## src/design/satq_pkg.sv

```systemverilog
`default_nettype none

package satq_pkg;

  localparam int unsigned IDX_W    = 6;
  localparam int unsigned CFG_W    = 7;
  localparam int unsigned ELEM_W   = 32;
  localparam int unsigned STATUS_W = 2;
  localparam int unsigned CFG_IDX_W = 1;

  localparam logic FUNC_LOAD  = 1'b0;
  localparam logic FUNC_QUERY = 1'b1;

  localparam logic [CFG_IDX_W-1:0] CFG_ROWS_IN_USE = 1'b0;
  localparam logic [CFG_IDX_W-1:0] CFG_COLS_IN_USE = 1'b1;

  localparam logic [STATUS_W-1:0] STATUS_OK         = 2'd0;
  localparam logic [STATUS_W-1:0] STATUS_BAD_RECT   = 2'd1;
  localparam logic [STATUS_W-1:0] STATUS_NOT_LOADED = 2'd2;

  typedef enum logic [3:0] {
    ST_IDLE,
    ST_LD_SUM,
    ST_LD_ADD,
    ST_LD_WR,
    ST_Q_RD0,
    ST_Q_RD1,
    ST_Q_RD2,
    ST_Q_RD3,
    ST_Q_FIN,
    ST_PUT
  } state_e;

  typedef enum logic [2:0] {
    ALU_HOLD,
    ALU_PASS,
    ALU_ADD,
    ALU_SUB,
    ALU_CLR
  } alu_op_e;

  typedef struct packed {
    alu_op_e op;
    logic    a_from_acc;
  } alu_ctl_t;

endpackage

`default_nettype wire

```

## src/design/satq_alu.sv

```systemverilog
`default_nettype none

module satq_alu
  import satq_pkg::*;
#(
  parameter int unsigned DW = 32
) (
  input  wire logic          clk_i,
  input  wire alu_ctl_t      ctl_i,
  input  wire logic [DW-1:0] a_i,
  input  wire logic [DW-1:0] b_i,
  output logic      [DW-1:0] acc_o
);

  logic [DW-1:0] acc_q;
  logic [DW-1:0] acc_d;
  logic [DW-1:0] a_sel;

  assign a_sel = ctl_i.a_from_acc ? acc_q : a_i;

  always_comb begin
    case (ctl_i.op)
      ALU_HOLD: acc_d = acc_q;
      ALU_PASS: acc_d = a_sel;
      ALU_ADD:  acc_d = a_sel + b_i;
      ALU_SUB:  acc_d = a_sel - b_i;
      ALU_CLR:  acc_d = '0;
      default:  acc_d = acc_q;
    endcase
  end

  always_ff @(posedge clk_i) begin
    acc_q <= acc_d;
  end

  assign acc_o = acc_q;

endmodule

`default_nettype wire

```

## config.mk

```make
export PLATFORM = sky130hd
export DESIGN_NAME = satq_alu
export DESIGN_NICKNAME = d
export VERILOG_FILES = /design/src/design/satq_pkg.sv /design/src/design/satq_alu.sv
export SDC_FILE = /design/constraint.sdc
export NUM_CORES = 1
export LEC_CHECK = 0
export ABC_AREA = 1
export BUFFER_PORTS_ARGS = -buffer_cell sky130_fd_sc_hd__clkbuf_2
export CORE_MARGIN = 2
export CORE_UTILIZATION = 31
export CTS_BUF_LIST = sky130_fd_sc_hd__clkbuf_4 sky130_fd_sc_hd__clkbuf_8 sky130_fd_sc_hd__clkbuf_16
export DETAILED_ROUTE_END_ITERATION = 8
export PLACE_DENSITY = 0.61
export SLEW_MARGIN = 20
export SYNTH_ARGS = -nofsm -noshare
export SYNTH_HDL_FRONTEND = slang
export SYNTH_SLANG_ARGS = --single-unit
```

## constraint.sdc

```tcl
create_clock -name clk_i -period 4 [get_ports clk_i]
set_clock_uncertainty 0.15 [all_clocks]
set_input_delay 0.2 -clock clk_i [delete_from_list [all_inputs] [get_ports clk_i]]
set_output_delay 0.2 -clock clk_i [all_outputs]
set_load 0.03 [all_outputs]
```

Yosys cells after proc, flatten, opt, wreduce, memory -nomap -nowiden
Cells that the tools add are included. Widths: inputs -> output; s select.

$add $sub $neg: 2. $mul: 0. Divide/modulo/power cells: 0. Magnitude comparators: 0. Eq/ne operators: 4. Shifts and indexed selects: 0. Mux-type cells: 2. Bitwise gates (word level): 0. Reduce and logical (&&, ||, !) cells: 1.

Operators by type and width (count): $pmux 32 s4 (1); $add 32x32->32 (1); $mux 32 (1); $sub 32x32->32 (1); $eq 3x2->1 const B (2); $reduce_bool 4->1 (1); $eq 3x1->1 const B (1); $eq 3x3->1 const B (1).

Register bits after elaboration: 32. Latch bits: 0. RAM bits: 0. ROM bits: 0. Input port bits: 69. Output and inout bits: 32. Word-level logic and storage cells: 10. Memories kept: 0.

Longest topological paths before layout
Gate-level depths: netlist (run 1).

Depth after elaboration: 3. Depth in mapped cells: 23. Gate-level depth less buffers: 23.

Worst setup path after synthesis (run 1)
OpenSTA, ideal clock, no wires.

Path kind: input to register. Start: in ctl_i[2] (netlist name). End: reg acc_q[0], in the netlist acc_o[0], enable pin. Setup time: 0.466 ns. Arrival time: 2.850 ns. Data required time: 3.384 ns. Slack: 0.535 ns. Cell stages on the path: 5. Path buffers: 1. Cell sequence: inv_1 nor2_1 buf_2 nor2_1 o21ai_0.

Cells in the longest elaborated chain, start to end: 2. Elaborated cells between the ends (all ways): 5. Classes of those cells: 4 x eq/ne; 1 x reduce/logical.

RTL lines: from (decl) (RTL line satq_alu.sv:9) `input wire alu_ctl_t ctl_i,`; $eq 3x3->1, or another cell as far along (RTL line satq_alu.sv:22) `case (ctl_i.op)`; $reduce_bool 4->1 (no source line) (*); to (signal assigned) (RTL line satq_alu.sv:33) `acc_q <= acc_d;`; to (decl) (RTL line satq_alu.sv:15) `logic [DW-1:0] acc_q;`.

Every way passes the cells marked *; elsewhere a longest branch is shown, timed or not. A chain may end at the register's enable or synchronous reset.

Worst setup path in the final report (run 1)
Start: in b_i[0]. End: reg acc_q[26], in the netlist acc_o[26], data pin.

Cells in the longest elaborated chain, start to end: 2. Elaborated cells between the ends (all ways): 3. Classes of those cells: 2 x add/sub; 1 x mux.

RTL lines: from (decl) (RTL line satq_alu.sv:11) `input wire logic [DW-1:0] b_i,`; $sub 32x32->32 / $add 32x32->32 (equally long branches) (RTL line satq_alu.sv:26, satq_alu.sv:25); $pmux 32 s4 (*) (RTL line satq_alu.sv:22); via acc_d[26] (RTL line satq_alu.sv:16) `logic [DW-1:0] acc_d;`.

The timed path passes the listed nets; every way through them passes the cells marked *.

==> reports/metrics.yaml, run 1 <==
outcome:
  status: "finished clean"
logic_synthesis:
  synth_top_area_share_pct: 22.0
  synth_seq_area_share_pct: 18.9
  synth_warnings: 0
  synthMuxAreaShare_pct: 6.80
  synth_flop_cell: "edfxtp_1"
  ys_ff_latch: 32
  syn-cell-area_mm2: 0.00509
  synth_edf_count: 32
  postSynth.asyncResetShare_pct: 0
  synth_area_leaders: "nand2_1 (22%), edfxtp_1 (19%), inv_1 (10%)"
  yosys.area.top_type: "nand2_1"
  synth_cells: 847
  synth_top_family_by_area: "simple AND/OR/NAND/NOR gates"
  synthDistinctLibCells: 39
  synth-compound-area-share_pct: 8.37
  synthAdderAreaFrac_pct: 8.25
  avgSynthCellArea_um2: 6.02
  synthSimpleGateAreaFrac_pct: 39.8
  synth_xor_area_share_pct: 6.02
  syn_nets: 949
timing:
  slew_violations: 0
  tns_ns: 0
  layout_setup_ws_ns: 0.950
  hold_viol: 0
  max_slew.worst_pin.slew_ns: 0.883
  min_period_ns: 3.05
  setup_viol: 0
  fmax_mhz: 328
  slew_headroom_pct: 41.0
  fin_crit_sh_pct: 76.2
  rsz0062_at_grt: "no"
cells_and_area:
  mostFrequentLayoutCell: "nand2_1"
  fin_util_pct: 37.5
  final_cell_mix: "nand2_1 (299), inv_1 (137), clkbuf_2 (100)"
  drive_gt1_share_pct: 17.2
  antenna_cells: 0
  regArea_um2: 961
  fin_nets: 1046
  syn_to_final_growth_pct: 17.7
  instances_no_fill: 1161
  fillers: 1821
  largest_reg_flops: 32
  multi_input_area_mm2: 0.00355
floorplan:
  core_mm2: 0.0160
  start_util_pct: 31.8
  dieArea_mm2: 0.0175
  io_pins: 101
  chipHeight_um: 132
  num_rows: 46
  die_width_um: 132
route:
  drtPass1Iterations: 5
  vias: 5510
  avgRoutedWirePerCell_um: 14.1
  drt_iter0_drc: 386
  wirelength_um: 16400
  avgViaCountPerCell: 4.75
  drc: 0
  ant_nets: 0
grt:
  antenna_found_initial: 0
  grt_pass1_vias: 5136
  track_usage_pct: 18.7
  grt_max_degree: 33
  grt_overflow: 0
  grt_pass1_wl_um: 26200
clocking:
  clock-sinks: 32
  insertion_delay_ns: 0.29
  htree_levels: 2
  clkTransAtPathRegs_ns: 0.06
  cts_tree: "done"
  post_cts_buffers: 0
  ctsHoldBuffers: 0
  cts-root-buf: "clkbuf_16"
  cts_buffers: 5
  cts_resized: 0
  clk_path_buf_depth: 2
critical_path:
  critPathKind: "input pin to flop"
  cp_data_arrival_time_ns: 2.95
  required_ns: 3.90
  crit_path_frequent_cell: "nand2_1"
  cp_max_fo: 5
  cp_cell_sequence: "clkbuf_2 -> inv_1 -> ha_1 -> inv_1 -> nor3_2 -> inv_2 -> nor2_4 -> nand3_1 -> xnor2_1 -> nand2_1 -> o21ai_0 -> ha_1 -> nand2_1 -> nor2_1 -> nand2_1 -> nor3_1 -> nand2_1 -> nand3b_1 -> nand2_1 -> nand3_1 -> nand2_1"
  endpoint_kind: "flop"
  cp_slowest_stage_delay_ns: 0.44
  critPathSlowestCell: "ha_1"
  crit_path_start_kind: "input pin"
power_and_ir_drop:
  p_per_area_mw_per_mm2: 308
  irDropWorstVdd_mv: 0.157
  p_leak_nw: 3.22
placement:
  placed_cells_incl_taps: 1153
  dp_slack_ns: 0.662
  dp.final_hpwl_um: 13900
  gp_congestion: 0.965
  io_buffers: 100
worst_hold_path:
  hp-class: "input pin to flop"
flow_run:
  maxCapViolations: 0
==> worst max-delay path, delay by kind of cell <==
| family | cells | cell delay, ns |
|---|---|---|
| buffers and inverters | 4 | 0.33 |
| AND/OR/NAND/NOR | 13 | 1.55 |
| adder cells (fa/ha/maj) | 2 | 0.58 |
| AO/OA/AOI/OAI | 1 | 0.14 |
| XOR/XNOR | 1 | 0.15 |
==> cells in the mapped netlist (4+ instances only) <==
master	n
inv_2	4
edfxtp_1	32
nand3_1	50
nand2_1	299
nand3b_1	8
nor2_1	91
nand4_1	7
xnor2_1	11
o21ai_1	9
inv_1	137
xor2_1	24
nand2_2	4
nor3_2	4
o21ai_0	25
o21bai_1	6
mux2_2	29
buf_2	9
a21oi_1	30
nor3_1	9
ha_1	32
==> through the flow <==
| step | hold WS [ns] | cell area (um^2) | power, mW |
|---|---|---|---|
| after floorplan | 0.347 | 5090 | 1.18 |
| after global placement | 0.476 | 5860 | 1.46 |
| after detailed placement | 0.483 | 5860 | 1.46 |
| after CTS | 0.183 | 5990 | 1.85 |
| after global routing | 0.208 | 5990 | 1.99 |
| final | 0.183 | 5990 | 1.85 |
==> path summary, 6_finish.rpt <==
check / start / to / slack, ns / cells after the start
worst max-delay path: b_i[0] / acc_o[26]$_DFFE_PP_ / 0.95 / 21
worst min-delay path: a_i[27] / acc_o[27]$_DFFE_PP_ / 0.18 / 4
worst min register to register: acc_o[12]$_DFFE_PP_ / acc_o[12]$_DFFE_PP_ / 0.55 / 3
worst max register to register: acc_o[25]$_DFFE_PP_ / acc_o[26]$_DFFE_PP_ / 1.36 / 11
==> layer usage <==
layer	up-vias	wire [um]	track usage [%]
li1	2875	-	-
met1	2428	7970	26.7
met2	186	7210	30.2
met3	21	868	1.81
met4	0	310	5.20
met5	-	0	0
==> cells by family after synthesis <==
family                     count (synthesis)
buffers and inverters                    156
DFF                                       32
AOI/OAI and AO/OA                         77
muxes                                     31
and+or+nand+nor                          483
adders and majority gates                 33
xor gates and xnor gates                  35
==> power by group <==
group          switching, mW  internal, mW
Combinational          0.671         0.342
Sequential            0.0189         0.428
Clock                  0.160         0.226
Total                  0.851         0.997
==> layout make-up <==
type	instances	share of cell area, %
clock buffer	5	2.09
clock inverter	3	0.230
inverter	142	8.89
multi-input combinational	659	59.2
sequential	32	16.0
tap	216	4.51
timing repair buffer	104	9.06
(Power assumes the default switching activity.)
==> inputs of run 2 (changes only) <==
--- a/config.mk
+++ b/config.mk
@@ -5,13 +5,13 @@
 export SDC_FILE = /design/constraint.sdc
 export NUM_CORES = 1
 export LEC_CHECK = 0
-export ABC_AREA = 1
+export ABC_AREA = 0
 export BUFFER_PORTS_ARGS = -buffer_cell sky130_fd_sc_hd__clkbuf_2
 export CORE_MARGIN = 2
 export CORE_UTILIZATION = 31
 export CTS_BUF_LIST = sky130_fd_sc_hd__clkbuf_4 sky130_fd_sc_hd__clkbuf_8 sky130_fd_sc_hd__clkbuf_16
 export DETAILED_ROUTE_END_ITERATION = 8
-export PLACE_DENSITY = 0.61
+export PLACE_DENSITY = 0.62
 export SLEW_MARGIN = 20
 export SYNTH_ARGS = -nofsm -noshare
 export SYNTH_HDL_FRONTEND = slang
==> constraint.sdc (replaced) <==
create_clock -name clk_i -period 2.9 [get_ports clk_i]
set_clock_uncertainty 0.15 [all_clocks]
set_input_delay 0.145 -clock clk_i [delete_from_list [all_inputs] [get_ports clk_i]]
set_output_delay 0.145 -clock clk_i [all_outputs]
set_load 0.03 [all_outputs]
==> run 2 against run 1 <==
  * The flow now finishes with violations (negative setup slack)
  * Final cell count down 14%
  * Largest power group unchanged
  * Synthesized area is 17% lower
  * Core utilization grew 20 points
  * Power grew 110%
==> reports/metrics.yaml, run 2 <==
outcome:
  status: "finished with violations"
  violations: "negative setup slack"
timing:
  rsz0062_at_grt: "yes"
  setup_viol: 22
  layout_setup_ws_ns: -0.471
  min_period_ns: 3.37
  fmax_mhz: 297
  slew_violations: 0
  max_slew.worst_pin.slew_ns: 0.749
  hold_viol: 0
  fin_crit_sh_pct: 116
  whs_ns: 0.149
  slew_headroom_pct: 50.0
logic_synthesis:
  ys_ff_latch: 32
  synth_xor_area_share_pct: 9.89
  synthTopCellsByCount: "nand2_1 (45), a21oi_1 (40), xnor2_1 (39), o21ai_0 (33)"
  synth_warnings: 0
  synth.most_common_cell: "nand2_1"
  synth_top_area_share_pct: 22.6
  synthAdderAreaFrac_pct: 9.89
  synth-compound-area-share_pct: 26.2
  synth_edf_count: 32
  synthDistinctLibCells: 70
  synth_area_leaders: "edfxtp_1 (23%), ha_1 (9.4%), xnor2_1 (8.0%)"
  postSynth.asyncResetShare_pct: 0
  synthMuxAreaShare_pct: 8.63
  synth_flop_cell: "edfxtp_1"
  syn-cell-area_mm2: 0.00425
  synth_seq_area_share_pct: 22.6
  synth_cells: 506
  synth_top_family_by_area: "compound AO/OA/AOI/OAI gates"
  avgSynthCellArea_um2: 8.40
  syn_nets: 608
  synthSimpleGateAreaFrac_pct: 18.9
  yosys.area.top_type: "edfxtp_1"
floorplan:
  start_util_pct: 32.0
  num_rows: 42
  chipHeight_um: 121
  dieArea_mm2: 0.0147
  die_width_um: 121
  io_pins: 101
  core_mm2: 0.0133
route:
  vias: 5246
  drtPass1Iterations: 5
  drc: 0
  wirelength_um: 17200
  avgRoutedWirePerCell_um: 17.2
  ant_nets: 0
  avgViaCountPerCell: 5.25
  drt_iter0_drc: 317
critical_path:
  cp_data_arrival_time_ns: 3.27
  setup.worst_path.start: "b_i[9]"
  endpoint_kind: "flop"
  regToRegStartpoint: "acc_o[17]$_DFFE_PP_"
  crit_path_start_kind: "input pin"
  critPathTopFamily: "simple AND/OR/NAND/NOR gates"
  cp_slowest_stage_delay_ns: 0.59
  crit_path_frequent_cell: "buf_4"
  required_ns: 2.80
  cp_cell_sequence: "buf_8 -> or4_4 -> nor2_4 -> nand3b_1 -> nand2_1 -> xor2_2 -> ha_1 -> inv_2 -> o21bai_1 -> buf_4 -> buf_4 -> buf_4 -> a21oi_1 -> o31a_1 -> nor4_2 -> or3_1 -> a32o_1"
  cp_num_buf_inv: 5
  critPathKind: "input pin to flop"
  cp_max_fo: 3
  critPathSlowestCell: "or4_4"
worst_hold_path:
  min_from: "a_i[22]"
  hp-class: "input pin to flop"
cells_and_area:
  drive_gt1_share_pct: 60.7
  antenna_cells: 0
  syn_to_final_growth_pct: 81.3
  final_cell_mix: "buf_4 (208), clkbuf_2 (96), nand2_1 (40)"
  mostFrequentLayoutCell: "buf_4"
  multi_input_area_mm2: 0.00393
  largest_reg_flops: 32
  fillers: 1125
  regArea_um2: 961
  design_area_mm2: 0.00770
  fin_nets: 925
  fin_util_pct: 57.9
power_and_ir_drop:
  p_per_area_mw_per_mm2: 496
  irDropWorstVdd_mv: 0.277
  p_leak_nw: 3.52
  fin_total_pwr_mw: 3.82
grt:
  antenna_found_initial: 0
  grt_max_degree: 25
  grt_overflow: 0
  grt_pass1_vias: 5359
  track_usage_pct: 22.8
  grt_pass1_wl_um: 26500
clocking:
  clk_path_buf_depth: 2
  cts-root-buf: "clkbuf_16"
  cts_tree: "done"
  clock-sinks: 32
  htree_levels: 2
  cts_buffers: 5
  insertion_delay_ns: 0.29
  clkTransAtPathRegs_ns: 0.06
placement:
  io_buffers: 100
  dp.final_hpwl_um: 12500
  gp_congestion: 0.898
  placed_area_mm2: 0.00633
flow_run:
  maxCapViolations: 0
run 2: changes by cell type after synthesis, sizes merged, moves of 6 or more:
| cell | before | now |
|---|---|---|
| nand2b | 0 | 7 |
| a21o | 1 | 16 |
| o211ai | 0 | 7 |
| clkbuf | 3 | 17 |
| nand3b | 8 | 2 |
| nor2 | 94 | 33 |
| a21oi | 30 | 40 |
| xnor2 | 11 | 39 |
| and2 | 1 | 8 |
| nand3 | 53 | 13 |
| nand2 | 304 | 45 |
| inv | 141 | 17 |
| xor2 | 24 | 9 |
| or3 | 0 | 7 |
run 2: per-layer routing:
metal,global-route usage [%],up-vias,share of wire [%]
met3,2.87,29,5.3
met1,30.5,2510,45
li1,-,2539,-
met5,0,-,0
met2,38.4,168,48
met4,6.76,0,2.0
run 2: worst reg2reg max path, delay by kind of cell (launching register included):
| family | cells | cell delay, ns |
|---|---|---|
| AO/OA/AOI/OAI | 5 | 1.00 |
| AND/OR/NAND/NOR | 2 | 0.41 |
| flip-flops | 1 | 0.38 |
| buffers and inverters | 3 | 0.38 |
| adder cells (fa/ha/maj) | 1 | 0.32 |
| multiplexers | 1 | 0.30 |
run 2: worst paths after layout:
check / end / slack, ns / cells after the start
worst min register to register: acc_o[8]$_DFFE_PP_ / 0.57 / 2
worst min-delay path: acc_o[22]$_DFFE_PP_ / 0.15 / 4
worst max-delay path: acc_o[28]$_DFFE_PP_ / -0.47 / 17
worst max register to register: acc_o[28]$_DFFE_PP_ / -0.28 / 12
run 2: kinds of logic (layout without fill, tap and decap cells):
group,count (synthesis),count (layout)
multiplexers,33,33
AND/OR/NAND/NOR,156,156
XOR/XNOR,48,48
flip-flops,32,32
AO/OA/AOI/OAI,164,164
buffers and inverters,40,358
adder cells (fa/ha/maj),33,33
run 2: area by class of cell:
class / count / share of cell area [%]
Clock buffer: 5 / 1.62
Clock inverter: 3 / 0.179
Inverter: 17 / 0.893
Multi-Input combinational cell: 434 / 51.0
Sequential cell: 32 / 12.5
Tap cell: 176 / 2.86
Timing Repair Buffer: 333 / 31.0
run 2: per-stage QoR:
stage | worst slack, ns | TNS [ns] | instances
final | -0.471 | -4.74 | 1000
after global routing | -0.646 | -7.39 | 1000
after CTS | -0.400 | -3.71 | 986
after detailed placement | -0.879 | -12.91 | 936
after global placement | -0.877 | -12.22 | 936
after floorplan | -0.371 | -2.25 | 506
run 2: report_power, final:
part	internal, mW	switching (mW)	leakage (nW)
sequential	0.616	0.0368	0.319
combinational	1.33	1.29	3.13
clock	0.313	0.234	0.0710
run 2: what timing repair did:
action	in CTS	in global routing
setup endpoints to repair	20	25
resized for setup	129	64
cloned	0	0
pin swaps	105	53
hold buffers	0	0
setup buffers	46	20
